--- config.mk ---
export PLATFORM = sky130hd
export DESIGN_NAME = cnlv_core
export DESIGN_NICKNAME = d
export VERILOG_FILES = /design/src/hw/rtl/card_number_luhn_validator_top_macros.svh /design/src/hw/rtl/cnlv_pkg.sv /design/src/hw/rtl/cnlv_core.sv
export SDC_FILE = /design/constraint.sdc
export NUM_CORES = 1
export LEC_CHECK = 0
export ABC_CLOCK_PERIOD_IN_PS = 5000
export BUFFER_PORTS_ARGS = -buffer_cell sky130_fd_sc_hd__buf_2
export CELL_PAD_IN_SITES_DETAIL_PLACEMENT = 0
export CELL_PAD_IN_SITES_GLOBAL_PLACEMENT = 1
export CORE_MARGIN = 5
export CORE_UTILIZATION = 35
export DETAILED_ROUTE_END_ITERATION = 6
export GPL_TIMING_DRIVEN = 0
export PLACE_DENSITY = 0.66
export SLEW_MARGIN = 20
export SYNTH_ARGS = -nofsm -noshare
export SYNTH_HDL_FRONTEND = slang
export SYNTH_SLANG_ARGS = --single-unit
export TNS_END_PERCENT = 100
--- constraint.sdc ---
create_clock -name clk -period 5 [get_ports clk]
set_clock_uncertainty 0.2 [all_clocks]
set_input_delay 0.5 -clock clk [delete_from_list [all_inputs] [get_ports clk]]
set_output_delay 0.5 -clock clk [all_outputs]
set_load 0.005 [all_outputs]
--- src/hw/rtl/card_number_luhn_validator_top_macros.svh ---
// Assertion helpers for the Luhn validator.
`ifndef CARD_NUMBER_LUHN_VALIDATOR_TOP_MACROS_SVH
`define CARD_NUMBER_LUHN_VALIDATOR_TOP_MACROS_SVH

// Check a property on every clock edge outside reset.
`define CNLV_ASSERT(lbl, prop, msg) \
  lbl: assert property (@(posedge clk) disable iff (!rst_n) (prop)) else $error(msg);

// Check that an antecedent implies a consequent on the next edge.
`define CNLV_ASSERT_NEXT(lbl, ante, cons, msg) \
  lbl: assert property (@(posedge clk) disable iff (!rst_n) (ante) |=> (cons)) else $error(msg);

`endif

--- src/hw/rtl/cnlv_pkg.sv ---
`timescale 1ns / 1ps
package cnlv_pkg;

  localparam int DIGIT_W    = 4;
  localparam int CNT_W      = 5;
  localparam int SUM_W      = 4;
  localparam int CFG_IDX_W  = 1;
  localparam int CFG_DATA_W = 5;

  localparam logic [CNT_W-1:0] COUNT_MAX       = 5'd31;
  localparam logic [CNT_W-1:0] MIN_LENGTH_RST  = 5'd13;
  localparam logic [CNT_W-1:0] MAX_LENGTH_RST  = 5'd16;

  localparam logic [DIGIT_W-1:0] PREFIX_FOUR   = 4'd4;
  localparam logic [DIGIT_W-1:0] PREFIX_FIVE   = 4'd5;
  localparam logic [DIGIT_W-1:0] PREFIX_SIX    = 4'd6;
  localparam logic [DIGIT_W-1:0] PREFIX_THREE  = 4'd3;
  localparam logic [DIGIT_W-1:0] PREFIX_SEVEN  = 4'd7;

  typedef enum logic [CFG_IDX_W-1:0] {
    CFG_MIN_LENGTH = 1'b0,
    CFG_MAX_LENGTH = 1'b1
  } cfg_reg_t;

  typedef struct packed {
    logic             valid_res;
    logic             length_ok;
    logic             prefix_ok;
    logic             checksum_ok;
    logic [CNT_W-1:0] digit_count;
  } cnlv_res_t;

  // Doubled Luhn contribution: digit sum of 2d, modulo ten.
  function automatic logic [SUM_W-1:0] luhn_double(input logic [DIGIT_W-1:0] d);
    logic [SUM_W-1:0] r;
    case (d)
      4'd0:    r = 4'd0;
      4'd1:    r = 4'd2;
      4'd2:    r = 4'd4;
      4'd3:    r = 4'd6;
      4'd4:    r = 4'd8;
      4'd5:    r = 4'd1;
      4'd6:    r = 4'd3;
      4'd7:    r = 4'd5;
      4'd8:    r = 4'd7;
      4'd9:    r = 4'd9;
      4'd10:   r = 4'd2;
      4'd11:   r = 4'd4;
      4'd12:   r = 4'd6;
      4'd13:   r = 4'd8;
      4'd14:   r = 4'd0;
      default: r = 4'd3;
    endcase
    return r;
  endfunction

  // Plain contribution: digit modulo ten.
  function automatic logic [SUM_W-1:0] luhn_plain(input logic [DIGIT_W-1:0] d);
    logic [SUM_W-1:0] r;
    r = (d >= 4'd10) ? SUM_W'(d - 4'd10) : SUM_W'(d);
    return r;
  endfunction

  // Sum of two values below ten, modulo ten.
  function automatic logic [SUM_W-1:0] add_mod10(input logic [SUM_W-1:0] a,
                                                 input logic [SUM_W-1:0] b);
    logic [SUM_W:0] s;
    s = {1'b0, a} + {1'b0, b};
    return (s >= 5'd10) ? SUM_W'(s - 5'd10) : SUM_W'(s);
  endfunction

endpackage

--- src/hw/rtl/cnlv_core.sv ---
`timescale 1ns / 1ps
module cnlv_core
  import cnlv_pkg::*;
(
  input  logic               clk,
  input  logic               rst_n,
  input  logic               digit_take,
  input  logic [DIGIT_W-1:0] digit,
  input  logic               last_digit,
  input  logic [CNT_W-1:0]   min_length,
  input  logic [CNT_W-1:0]   max_length,
  output logic               res_push,
  output cnlv_res_t          res
);

  logic [CNT_W-1:0]   count_r, count_nxt;
  logic [SUM_W-1:0]   sum_even_r, sum_even_nxt;
  logic [SUM_W-1:0]   sum_odd_r, sum_odd_nxt;
  logic [DIGIT_W-1:0] lead_r, lead_nxt;
  logic [DIGIT_W-1:0] second_r, second_nxt;
  logic [SUM_W-1:0]   plain_c, dbl_c, sel_sum;

  assign plain_c = luhn_plain(digit);
  assign dbl_c   = luhn_double(digit);

  always_comb begin
    // Even positions from the first digit double into sum_even, odd into sum_odd.
    if (!count_r[0]) begin
      sum_even_nxt = add_mod10(sum_even_r, dbl_c);
      sum_odd_nxt  = add_mod10(sum_odd_r, plain_c);
    end else begin
      sum_even_nxt = add_mod10(sum_even_r, plain_c);
      sum_odd_nxt  = add_mod10(sum_odd_r, dbl_c);
    end
    lead_nxt   = (count_r == '0) ? digit : lead_r;
    second_nxt = (count_r == CNT_W'(1)) ? digit : second_r;
    count_nxt  = (count_r == COUNT_MAX) ? count_r : count_r + CNT_W'(1);

    sel_sum = count_nxt[0] ? sum_odd_nxt : sum_even_nxt;

    res.digit_count = count_nxt;
    res.length_ok   = (min_length <= count_nxt) && (count_nxt <= max_length);
    res.prefix_ok   = (lead_nxt == PREFIX_FOUR) || (lead_nxt == PREFIX_FIVE) ||
                      (lead_nxt == PREFIX_SIX) ||
                      ((count_nxt >= CNT_W'(2)) && (lead_nxt == PREFIX_THREE) &&
                       (second_nxt == PREFIX_SEVEN));
    res.checksum_ok = (sel_sum == '0);
    res.valid_res   = res.length_ok && res.prefix_ok && res.checksum_ok;
  end

  assign res_push = digit_take && last_digit;

  always_ff @(posedge clk) begin
    if (!rst_n || res_push) begin
      // Clear for the next number.
      count_r    <= '0;
      sum_even_r <= '0;
      sum_odd_r  <= '0;
      lead_r     <= '0;
      second_r   <= '0;
    end else if (digit_take) begin
      count_r    <= count_nxt;
      sum_even_r <= sum_even_nxt;
      sum_odd_r  <= sum_odd_nxt;
      lead_r     <= lead_nxt;
      second_r   <= second_nxt;
    end
  end

endmodule

==> metrics.csv <==
stage,metric,value,unit
floorplanning,# rows,32,
floorplanning,Die ar.,9740,sq um
outcome,status,completed,
logic_synthesis,mapped cell area,2750,sq um
timing,final hold vios,0,
setup_path,Reg-to-Reg End,sum_odd_r[2],
clock_network,Clock Pin Slew Worst Setup and Hold Paths,80,ps
timing,final setup violating endpoints,0,
setup_path,WP data arrival,4060,ps
floorplanning,Initial Utilization,35.8,%
logic_synthesis,adder-cell share of the synthesized area,20.6,%
floorplanning,IO Count,28,
floorplanning,Die X,98.7,um
final_layout,n_diodes,0,
timing,Max-Slew Margin vs Limit,54.4,%
clock_network,Max Root-Sink Buffers,2,
global_route,met1 Use GR,22.9,%
global_route,Total Routing Usage GR,15.5,%
power_and_ir_drop,Pwr Density,238,nW/um^2
logic_synthesis,post-synthesis simple-gate area fraction,25.8,%
power_and_ir_drop,Leakage,1.41,nW
power_and_ir_drop,total design power,751,uW
run,number of max-cap violations,0,
drt,DRC Markers,0,
logic_synthesis,cell taking the most area after synthesis,ha_1,
clock_network,CTS tree,built,
global_route,M3 GR Usage,1.34,%
final_layout,Final Net Count,468,
final_layout,"non-filler cells, final",508,
final_layout,synthesis-to-layout area growth,14.4,%
power_and_ir_drop,Clk pwr share,14.9,%
drt,Final ANT Viol Nets,0,
drt,via count,2766,
logic_synthesis,top area cells in the synthesized netlist,"ha_1 (18%), dfxtp_1 (15%), nor2_1 (6.5%)",
logic_synthesis,most frequent cell after synthesis,nor2_1,
min_path,HP Class,flop to flop,
drt,routed wire length,7.56,mm
drt,drt wl/cell,14.9,um
min_path,Worst Hold Path EP,second_r[0],
logic_synthesis,Synth Warn #,0,
logic_synthesis,Post-synth top cells,"nor2_1 (48), ha_1 (39), inv_1 (34)",
logic_synthesis,largest family of logic cells by synthesized area,simple AND/OR/NAND/NOR gates,
setup_path,critical path type,primary input to primary output,
floorplanning,Die Span Y,98.7,um
power_and_ir_drop,peak supply drop,147,uV
place,routability cong.,0.896,
final_layout,share of cells above drive strength 1,12.6,%
logic_synthesis,Yosys top cell area share,17.7,%
drt,DR pass1 iterations,4,
min_path,Hold Path Stages,2,
setup_path,reg-to-reg critical path startpoint,sum_odd_r[0],
logic_synthesis,number of flops mapped to enable cells by yosys,0,
global_route,Global Route met2 Usage,25.1,%
timing,Setup WS post-layout,241,ps
logic_synthesis,mux contribution to synthesized area,5.09,%
min_path,critical hold path startpoint,second_r[0],
power_and_ir_drop,Sequential Power Share,25.4,%
logic_synthesis,Syn Area/Cell,7.38,sq um
clock_network,CTS buffer count,3,
clock_network,Num Clock Sinks,21,
timing,max-slew violations,0,
power_and_ir_drop,Comb power frac,59.7,%
logic_synthesis,register area share after synthesis,15.3,%
clock_network,H-tree depth,1,
logic_synthesis,#FFs+latches synth,21,
global_route,grt ovf,0,
final_layout,final instance area,3150,sq um
clock_network,Root Driver,clkbuf_8,
global_route,largest net degree at the start of global routing,12,
place,placed insts,501,
clock_network,Worst-Skew Late Latency,260,ps
timing,final cycle utilization of the critical path,95.2,%
timing,Hold WS,286,ps
global_route,initial antenna violation count,0,
logic_synthesis,ys flop type,dfxtp_1,
setup_path,CP Capture Type,primary output,
place,DP Area,3010,sq um
drt,post-DR vias/cell,5.44,
place,number of port buffers,26,
setup_path,CP Data Required Time,4300,ps
setup_path,reg2reg path depth,12,
logic_synthesis,Post-synth ARST share,0,%
setup_path,type of origin of the critical path,primary input,
logic_synthesis,Mapped Cells,373,
logic_synthesis,Syn Nets,434,
place,Placement Setup Slack,-107,ps
logic_synthesis,count of different cell masters after synthesis,53,
final_layout,Final Core Density,41.0,%
timing,Least-Margin Pin Slew,684,ps
timing,setup TNS,0,ps
place,hpwl dp,6.06,mm
power_and_ir_drop,switching part of the total,43.7,%
power_and_ir_drop,cell internal pwr,423,uW
setup_path,flop2flop setup slack,2010,ps
global_route,first-pass GRT wire length,12.7,mm
drt,drt initial violations,142,
timing,fmax,210,MHz
logic_synthesis,post-synthesis compound-gate area fraction,24.4,%
global_route,GRT busiest layer,met2,
global_route,vias in the first global route,2647,
floorplanning,CORE AREA,7690,sq um
setup_path,crit-path max FO,8,
timing,fin crit period,4760,ps
logic_synthesis,post-synthesis xor/xnor area fraction,2.54,%
power_and_ir_drop,switching pwr,328,uW
worst max-delay path by stage:
stage               endpoint  cells after the start  slack, ps      from
finish                res[8]                     18        240  digit[1]
detailed placement    res[8]                     17       -110  digit[0]
CTS                   res[8]                     18         10  digit[0]
floorplan             res[8]                     16        770  digit[3]
global route          res[8]                     16        -10  digit[1]
global placement      res[8]                     17       -120  digit[0]
flip-flops by register name, summed over array words and instances (netlist names):
name and cells:
sum_even_r 4, second_r 4, lead_r 4, sum_odd_r 4, count_r 5
what timing repair did:
action                                  4_1_cts  5_1_grt
endpoints found under the setup margin        1        2
hold buffers                                  0        0
resized for setup                             3       16
endpoints found under the hold margin         0        0
gates cloned                                  0        0
pin swaps                                     0        2
buffers inserted                              0        3
worst max-delay path: stages:
cell	delay, ps
buf_2	190
clkinvlp_4	170
ha_1	310
a21oi_1	150
nand2_1	80
o21ai_2	100
inv_1	130
fa_1	490
xnor2_2	220
inv_1	70
ha_1	260
o31a_1	140
or2_0	240
a221o_1	340
a21oi_2	210
o32ai_2	140
and3_1	200
buf_2	120
layer usage:
| layer | up-vias | wire, um |
|---|---|---|
| li1 | 1435 | - |
| met1 | 1263 | 3920 |
| met2 | 60 | 3350 |
| met3 | 8 | 210 |
| met4 | 0 | 82 |
| met5 | - | 0 |
cells in the final DEF (no fill, tap or decap), types with 4 or more instances in the layout:
cell,netlist,final
nor3_1,11,11
nand3_1,10,10
nor2_1,48,48
nand2b_1,5,5
dfxtp_1,21,21
o21ai_0,11,9
nand2_1,22,22
fa_1,4,4
mux2i_1,14,14
o211ai_1,6,6
a21o_1,6,6
ha_1,39,39
inv_1,34,32
a21oi_1,31,29
and3_1,7,7
nor2b_1,10,10
nand4_1,5,5
clkbuf_1,10,9
buf_2,0,26
a211oi_1,11,11
o41ai_1,5,4
area by class of cell:
type                       instances  area, sq um
sequential                        21          420
timing repair buffer              29          153
tap                              102          128
buffer                            11         43.8
clock buffer                       4         45.0
inverter                          35          135
multi-input combinational        306         2230
fill                             817         4540
cells by family after synthesis:
family          after synthesis
fa+ha+maj                    43
mux                          14
compound gates              100
simple gates                141
flops                        21
buf+inv                      46
xor+xnor                      8
power groups by stage:
| stage | registers [mW] | logic [mW] | clock network (mW) |
|---|---|---|---|
| global placement | 0.195 | 0.419 | 0 |
| global route | 0.193 | 0.510 | 0.124 |
| CTS | 0.191 | 0.427 | 0.117 |
| floorplan | 0.190 | 0.323 | 0 |
| detailed placement | 0.195 | 0.421 | 0 |
| finish | 0.191 | 0.448 | 0.112 |
Note: power is estimated with default switching activity, not from simulation.
