## src/hw/rtl/card_number_luhn_validator_top_macros.svh

```systemverilog
// Assertion helpers for the Luhn validator.
`ifndef CARD_NUMBER_LUHN_VALIDATOR_TOP_MACROS_SVH
`define CARD_NUMBER_LUHN_VALIDATOR_TOP_MACROS_SVH

// Check a property on every clock edge outside reset.
`define CNLV_ASSERT(lbl, prop, msg) \
  lbl: assert property (@(posedge clk) disable iff (!rst_n) (prop)) else $error(msg);

// Check that an antecedent implies a consequent on the next edge.
`define CNLV_ASSERT_NEXT(lbl, ante, cons, msg) \
  lbl: assert property (@(posedge clk) disable iff (!rst_n) (ante) |=> (cons)) else $error(msg);

`endif

```

## src/hw/rtl/cnlv_pkg.sv

```systemverilog
`timescale 1ns / 1ps
package cnlv_pkg;

  localparam int DIGIT_W    = 4;
  localparam int CNT_W      = 5;
  localparam int SUM_W      = 4;
  localparam int CFG_IDX_W  = 1;
  localparam int CFG_DATA_W = 5;

  localparam logic [CNT_W-1:0] COUNT_MAX       = 5'd31;
  localparam logic [CNT_W-1:0] MIN_LENGTH_RST  = 5'd13;
  localparam logic [CNT_W-1:0] MAX_LENGTH_RST  = 5'd16;

  localparam logic [DIGIT_W-1:0] PREFIX_FOUR   = 4'd4;
  localparam logic [DIGIT_W-1:0] PREFIX_FIVE   = 4'd5;
  localparam logic [DIGIT_W-1:0] PREFIX_SIX    = 4'd6;
  localparam logic [DIGIT_W-1:0] PREFIX_THREE  = 4'd3;
  localparam logic [DIGIT_W-1:0] PREFIX_SEVEN  = 4'd7;

  typedef enum logic [CFG_IDX_W-1:0] {
    CFG_MIN_LENGTH = 1'b0,
    CFG_MAX_LENGTH = 1'b1
  } cfg_reg_t;

  typedef struct packed {
    logic             valid_res;
    logic             length_ok;
    logic             prefix_ok;
    logic             checksum_ok;
    logic [CNT_W-1:0] digit_count;
  } cnlv_res_t;

  // Doubled Luhn contribution: digit sum of 2d, modulo ten.
  function automatic logic [SUM_W-1:0] luhn_double(input logic [DIGIT_W-1:0] d);
    logic [SUM_W-1:0] r;
    case (d)
      4'd0:    r = 4'd0;
      4'd1:    r = 4'd2;
      4'd2:    r = 4'd4;
      4'd3:    r = 4'd6;
      4'd4:    r = 4'd8;
      4'd5:    r = 4'd1;
      4'd6:    r = 4'd3;
      4'd7:    r = 4'd5;
      4'd8:    r = 4'd7;
      4'd9:    r = 4'd9;
      4'd10:   r = 4'd2;
      4'd11:   r = 4'd4;
      4'd12:   r = 4'd6;
      4'd13:   r = 4'd8;
      4'd14:   r = 4'd0;
      default: r = 4'd3;
    endcase
    return r;
  endfunction

  // Plain contribution: digit modulo ten.
  function automatic logic [SUM_W-1:0] luhn_plain(input logic [DIGIT_W-1:0] d);
    logic [SUM_W-1:0] r;
    r = (d >= 4'd10) ? SUM_W'(d - 4'd10) : SUM_W'(d);
    return r;
  endfunction

  // Sum of two values below ten, modulo ten.
  function automatic logic [SUM_W-1:0] add_mod10(input logic [SUM_W-1:0] a,
                                                 input logic [SUM_W-1:0] b);
    logic [SUM_W:0] s;
    s = {1'b0, a} + {1'b0, b};
    return (s >= 5'd10) ? SUM_W'(s - 5'd10) : SUM_W'(s);
  endfunction

endpackage

```

## src/hw/rtl/cnlv_out_buf.sv

```systemverilog
`timescale 1ns / 1ps
module cnlv_out_buf
  import cnlv_pkg::*;
(
  input  logic      clk,
  input  logic      rst_n,
  input  logic      push,
  input  cnlv_res_t push_data,
  output logic      has_room,
  output logic      out_valid,
  input  logic      out_ready,
  output cnlv_res_t out_data
);

  logic      main_v_r, skid_v_r;
  cnlv_res_t main_d_r, skid_d_r;
  logic      pop;

  assign pop       = main_v_r && out_ready;
  assign has_room  = !skid_v_r;
  assign out_valid = main_v_r;
  assign out_data  = main_d_r;

  always_ff @(posedge clk) begin
    if (!rst_n) begin
      main_v_r <= 1'b0;
      skid_v_r <= 1'b0;
    end else if (pop) begin
      if (skid_v_r) begin
        // Advance the skid entry; no push can arrive while it is full.
        main_v_r <= 1'b1;
        skid_v_r <= 1'b0;
      end else begin
        main_v_r <= push;
      end
    end else if (push) begin
      if (!main_v_r) begin
        main_v_r <= 1'b1;
      end else begin
        skid_v_r <= 1'b1;
      end
    end
  end

  always_ff @(posedge clk) begin
    if (pop && skid_v_r) begin
      main_d_r <= skid_d_r;
    end else if (push && (pop || !main_v_r)) begin
      main_d_r <= push_data;
    end
    if (push && main_v_r && !pop) begin
      skid_d_r <= push_data;
    end
  end

endmodule

```

## config.mk

```make
export PLATFORM = sky130hd
export DESIGN_NAME = cnlv_out_buf
export DESIGN_NICKNAME = d
export VERILOG_FILES = /design/src/hw/rtl/card_number_luhn_validator_top_macros.svh /design/src/hw/rtl/cnlv_pkg.sv /design/src/hw/rtl/cnlv_out_buf.sv
export SDC_FILE = /design/constraint.sdc
export NUM_CORES = 1
export LEC_CHECK = 0
export ABC_CLOCK_PERIOD_IN_PS = 1700
export BUFFER_PORTS_ARGS = -buffer_cell sky130_fd_sc_hd__buf_2
export CAP_MARGIN = 25
export CORE_MARGIN = 1.5
export CORE_UTILIZATION = 47
export CTS_CLUSTER_DIAMETER = 60
export DETAILED_ROUTE_END_ITERATION = 7
export PLACE_DENSITY = 0.74
export SYNTH_ARGS = -nofsm -noshare
export SYNTH_HDL_FRONTEND = slang
export SYNTH_SLANG_ARGS = --single-unit
export TNS_END_PERCENT = 10
```

## constraint.sdc

```tcl
create_clock -name clk -period 1.7 [get_ports clk]
set_input_delay 0.34 -clock clk [delete_from_list [all_inputs] [get_ports clk]]
set_output_delay 0.34 -clock clk [all_outputs]
set_load 0.02 [all_outputs]
```

==> results of run 1 <==
==> area by class of cell <==
class	count	area [um^2]	area share
multi-input combinational	19	168	0.176
sequential	20	581	0.611
timing repair buffer	24	123	0.129
clock inverter	1	30.0	0.0316
tap	16	20.0	0.0211
clock buffer	3	22.5	0.0237
inverter	2	7.51	0.00789
==> cells in the mapped netlist <==
| library cell | instances | area, um^2 |
|---|---|---|
| a21boi_0 | 1 | 7.51 |
| a21oi_1 | 3 | 15.0 |
| and3_2 | 1 | 7.51 |
| dfxtp_1 | 2 | 40.0 |
| edfxtp_1 | 18 | 541 |
| inv_1 | 2 | 7.51 |
| mux2_2 | 9 | 101 |
| nand2_1 | 2 | 7.51 |
| nand3_4 | 1 | 17.5 |
| nor2_1 | 1 | 3.75 |
| o21a_1 | 1 | 7.51 |
==> metrics by stage <==
stage	total power, mW	hold WS, ns	instances
3_5_place_dp	0.671	0.533	81
6_report	1.03	0.234	85
4_1_cts	1.04	0.223	85
2_1_floorplan	0.630	0.439	41
3_3_place_gp	0.668	0.530	81
5_1_grt	1.07	0.209	85
==> routing by layer <==
layer  up-vias  share of wire  global-route usage
met5         -              0                   0
met4         0          0.016              0.0909
met3         2          0.046              0.0255
met2        13           0.47               0.224
met1       211           0.47               0.158
li1        213              -                   -
==> flip-flops by register name (all words and copies together) (netlist names) <==
| signal | flops |
|---|---|
| out_valid | 1 |
| out_data | 9 |
| skid_d_r | 9 |
| skid_v_r | 1 |
==> where the power goes <==
group,leakage (nW),internal [mW],switching [mW]
Clock,0.0279,0.238,0.133
Sequential,0.186,0.561,0.00907
Combinational,0.161,0.0372,0.0508
Total,0.375,0.836,0.192
==> cells by family (layout without fill, tap and decap cells) <==
family,Yosys count,after routing,synth area share
flops,20,20,0.768
mux,9,9,0.134
compound gates,5,5,0.0397
buf+inv,2,30,0.00994
simple gates,5,5,0.0480
==> worst min path at each step <==
stage	start	end	slack, ns	cells after the start
after CTS	push_data[6]	skid_d_r[6]	0.22	1
after floorplan	push_data[0]	skid_d_r[0]	0.44	0
final	push_data[6]	skid_d_r[6]	0.23	1
after global placement	push_data[3]	skid_d_r[3]	0.53	1
after detailed placement	push_data[3]	skid_d_r[3]	0.53	1
after global routing	push_data[6]	skid_d_r[6]	0.21	1
==> layout by cell type (no fill, tap or decap) <==
| cell | netlist | routed |
|---|---|---|
| buf_2 | 0 | 23 |
| edfxtp_1 | 18 | 18 |
| mux2_2 | 9 | 9 |
| a21oi_1 | 3 | 3 |
| clkbuf_4 | 0 | 3 |
| inv_1 | 2 | 2 |
| nand2_1 | 2 | 2 |
| dfxtp_1 | 2 | 2 |
| nand3_4 | 1 | 1 |
| and3_2 | 1 | 1 |
| a21boi_0 | 1 | 1 |
| o21a_1 | 1 | 1 |
| nor2_1 | 1 | 1 |
| bufinv_16 | 0 | 1 |
| buf_4 | 0 | 1 |
==> results.md, run 1 <==
- Status: completed
- Yosys warnings: 0
- Total track usage: 0.136
- Initial antenna violation count: 0
- Grt total ovfl: 0
- Core region area: 1510 um^2
- R2R Path Start: out_valid
- Unrepaired setup endpoints after global routing: false
- Hold crit path type: in2reg
- Post-layout util: 0.631
- Syn Nets: 54
- Max-cap violation count: 0
- Fin. Hold Viols: 0
- Post-synthesis sequential element count: 20
- DP Wirelength: 762 um
- Antenna fix cells: 0
- Post-Synthesis Cells: 41
- DIE AREA: 1860 um^2
- Final period utilization: 0.786
- Worst slack at placement: 0.448 ns
- Max_slew headroom: 0.816
- CTS sink count: 20
- Setup-failing EPs final: 0
- Distinct cell type count after synthesis: 11
- Slowest-stage cell, CP: dfxtp_1
- Post-DR wirelength/cell: 12.7 um
- Cts bufs inserted: 3
- Post-DRT Antenna Nets: 0
- Initial core utilization: 0.502
- PnR worst setup slack: 0.364 ns
- Worst-path fanout max: 8
- Slew @ Worst Pin: 0.276 ns
- Maximum vdd drop: 704 uV
- Vias in the first global route: 436
- Worst Setup SP: out_valid
- Instance count on the critical path: 1
- DRC Markers: 0
- Worst R2R Path Depth: 2
- Setup_tns: 0 ns
- Fin nets: 83
- Highest Clock Rate: 749 MHz
- Clk slew on worst S/H paths: 0.11 ns
- IO Port Bufs: 23
- Initial DRC Count: 6
- Setup Skew: 0.00646 ns
- Mean post-synth cell area: 18.4 um^2
- Pins over their slew limit: 0
- CTS root buffer: clkbuf_4
- Setup crit end kind: output pin
- Via density: 5.16
- Filler cells: 114
- Final wirelength: 1080 um
- Critical Path AT: 1.00 ns
- Global-route wire length before repair: 1790 um
- # resized after CTS: 0
- DP Area: 898 um^2
- Delay-heaviest family, CP: flip-flops
- Via Count: 439
- Row count: 14
- H-tree levels: 1
- Share of cells above drive strength 1: 0.565
- Crit path buf inv count: 1
- Leak pwr: 0.375 nW
- Largest net degree at the start of global routing: 13
- Cell Pwr Density: 1080 nW/um^2
- Postcts setup bufs: 0
- DR pass1 iterations: 3
- Chip Height: 43.1 um
- Hold_buf cts: 0
- IO Pins: 24
- Area Growth Syn to Fin: 25.8%
- Minimum clock period: 1.34 ns
- Design Area, Final: 951 um^2
- Worst setup endpoint: out_valid
- Mapped cell area: 756 um^2
- Sequential area share after synthesis: 0.768
- R2r setup slk: 0.46 ns
- FF-to-FF End: out_data[1]
- CTS tree: yes
- Worst Path Required: 1.36 ns
- Routability cong.: 0.638
- Maximum root-to-sink buffer count: 2
- Worst-path cell chain: buf_2
- Crit path kind: reg2out
- Die X: 43.1 um
- CP max stage delay: 0.49 ns
- Clk_lat worst skew: 0.29 ns
- Crit start category: register
No activity file was read; power rests on OpenSTA's default activity.
==> run 2, diff against run 1 <==
--- a/config.mk
+++ b/config.mk
@@ -5,14 +5,14 @@
 export SDC_FILE = /design/constraint.sdc
 export NUM_CORES = 1
 export LEC_CHECK = 0
-export ABC_CLOCK_PERIOD_IN_PS = 1700
+export ABC_CLOCK_PERIOD_IN_PS = 1200
 export BUFFER_PORTS_ARGS = -buffer_cell sky130_fd_sc_hd__buf_2
 export CAP_MARGIN = 25
 export CORE_MARGIN = 1.5
-export CORE_UTILIZATION = 47
+export CORE_UTILIZATION = 43
 export CTS_CLUSTER_DIAMETER = 60
 export DETAILED_ROUTE_END_ITERATION = 7
-export PLACE_DENSITY = 0.74
+export PLACE_DENSITY = 0.71
 export SYNTH_ARGS = -nofsm -noshare
 export SYNTH_HDL_FRONTEND = slang
 export SYNTH_SLANG_ARGS = --single-unit
==> constraint.sdc (replaced) <==
create_clock -name clk -period 1.2 [get_ports clk]
set_input_delay 0.24 -clock clk [delete_from_list [all_inputs] [get_ports clk]]
set_output_delay 0.24 -clock clk [all_outputs]
set_load 0.02 [all_outputs]
==> results.md, run 2 (synthesis results as in run 1) <==
- Global-route wire length before repair: 1730 um
- Setup crit end kind: register
- Highest Clock Rate: 882 MHz
- DRC Markers: 0
- IO Pins: 24
- Maximum root-to-sink buffer count: 2
- Post-DR wirelength/cell: 12.9 um
- Row count: 14
- DR pass1 iterations: 2
- Leak pwr: 0.368 nW
- Clk_lat worst skew: 0.29 ns
- Min-Delay Endpoint: skid_d_r[7]
- Max_slew headroom: 0.860
- Worst R2R Path Depth: 2
- DP Area: 913 um^2
- Critical Path AT: 1.19 ns
- R2r setup slk: 0.07 ns
- Largest net degree at the start of global routing: 12
- FF-to-FF End: out_data[5]
- Status: completed
- Clock share of power: 0.248
- Chip Height: 44.9 um
- Hold_buf cts: 0
- Slew @ Worst Pin: 0.209 ns
- Logic gate share of total power: 0.105
- Switching Fraction: 0.221
- Total track usage: 0.128
- Worst-path fanout max: 9
- Min-Delay Startpoint: push_data[7]
- Setup Skew: 0.00213 ns
- Switch Pwr: 0.276 mW
- Antenna fix cells: 0
- Cts bufs inserted: 3
- Via Count: 429
- CTS root buffer: clkbuf_4
- Die X: 44.9 um
- H-tree levels: 1
- Minimum clock period: 1.13 ns
- Grt total ovfl: 0
- Clk slew on worst S/H paths: 0.10 ns
- Fin. Hold Viols: 0
- Hold WS: 0.132 ns
- R2R Path Start: out_valid
- Most frequent cells in the layout: buf_2, edfxtp_1, mux2_2
- Reg power frac: 0.647
- Hold Path Cell Cnt: 1
- IO Port Bufs: 23
- CTS sink count: 20
- Initial DRC Count: 1
- Worst Path Required: 1.25 ns
- Crit path kind: reg2reg
- Area Growth Syn to Fin: 24.5%
- Unrepaired setup endpoints after global routing: false
- DIE AREA: 2020 um^2
- Pins over their slew limit: 0
- Design Area, Final: 941 um^2
- Fin nets: 84
- Final period utilization: 0.945
- Setup_tns: 0 ns
- Routability cong.: 0.633
- Commonest non-fill, non-tap cell in the layout: buf_2
- Maximum vdd drop: 842 uV
- Max-cap violation count: 0
- Core region area: 1580 um^2
- Setup-failing EPs final: 0
- Hold crit path type: in2reg
- P_int: 0.972 mW
- Cell Pwr Density: 1330 nW/um^2
- DP Wirelength: 821 um
- Crit start category: register
- Final wirelength: 1110 um
- Share of cells above drive strength 1: 0.600
- Post-DRT Antenna Nets: 0
- Via density: 4.99
- Vias in the first global route: 378
- Initial antenna violation count: 0
- CTS tree: yes
- Initial core utilization: 0.479
## run 2: cell types whose count changed in the layout (fill, tap and decap cells not counted), sizes merged
cell	previous run	this run
clkinv	0	1
buf	24	25
bufinv	1	0
## run 2: worst max-delay path: stages (launching register included)
cell     delay (ns)
dfxtp_4        0.39
nand3_4        0.15
mux2_2         0.36
## run 2: area by class of cell
type / instances / area [um^2]
Sequential cell: 20 / 586
Timing Repair Buffer: 25 / 130
Inverter: 2 / 7.51
Fill cell: 136 / 636
Clock inverter: 1 / 3.75
Multi-Input combinational cell: 19 / 171
Clock buffer: 3 / 22.5
Tap cell: 16 / 20.0
## run 2: timing repair
item                                    in CTS  in global routing
endpoints found under the setup margin       0                  1
gates resized for setup                      0                  1
buffers inserted                             0                  0
## run 2: worst max-delay path by stage
stage / from / endpoint / slack (ns) / cells after the start
after floorplan: out_valid / out_data[0] / 0.04 / 2
after global placement: out_ready / out_data[2] / 0.07 / 3
after detailed placement: out_ready / out_data[5] / 0.05 / 3
after CTS: skid_v_r / has_room / 0.006 / 2
after global routing: skid_v_r / has_room / 0.03 / 2
final: out_valid / out_data[5] / 0.07 / 2
## run 2: power groups by stage
| stage | Combinational [mW] | Clock [mW] | Sequential [mW] |
|---|---|---|---|
| 2_1_floorplan | 0.0402 | 0 | 0.853 |
| 3_3_place_gp | 0.130 | 0 | 0.823 |
| 3_5_place_dp | 0.132 | 0 | 0.824 |
| 4_1_cts | 0.133 | 0.324 | 0.808 |
| 5_1_grt | 0.143 | 0.343 | 0.812 |
| 6_report | 0.131 | 0.309 | 0.808 |
## run 2: layer usage
metal,up-vias,routed length [um],global-route usage
li1,215,-,-
met1,196,530,0.185
met2,18,507,0.169
met3,0,75,0.0320
met4,0,0,0.0882
met5,-,0,0
## run 2: metrics by stage
step	std cells	power (mW)	utilization	worst slack, ns
after floorplan	41	0.893	-	0.0439
after global placement	82	0.953	0.579	0.0694
after detailed placement	82	0.956	0.579	0.0480
after CTS	86	1.26	0.596	0.00561
after global routing	86	1.30	0.597	0.0286
final	86	1.25	0.597	0.0658
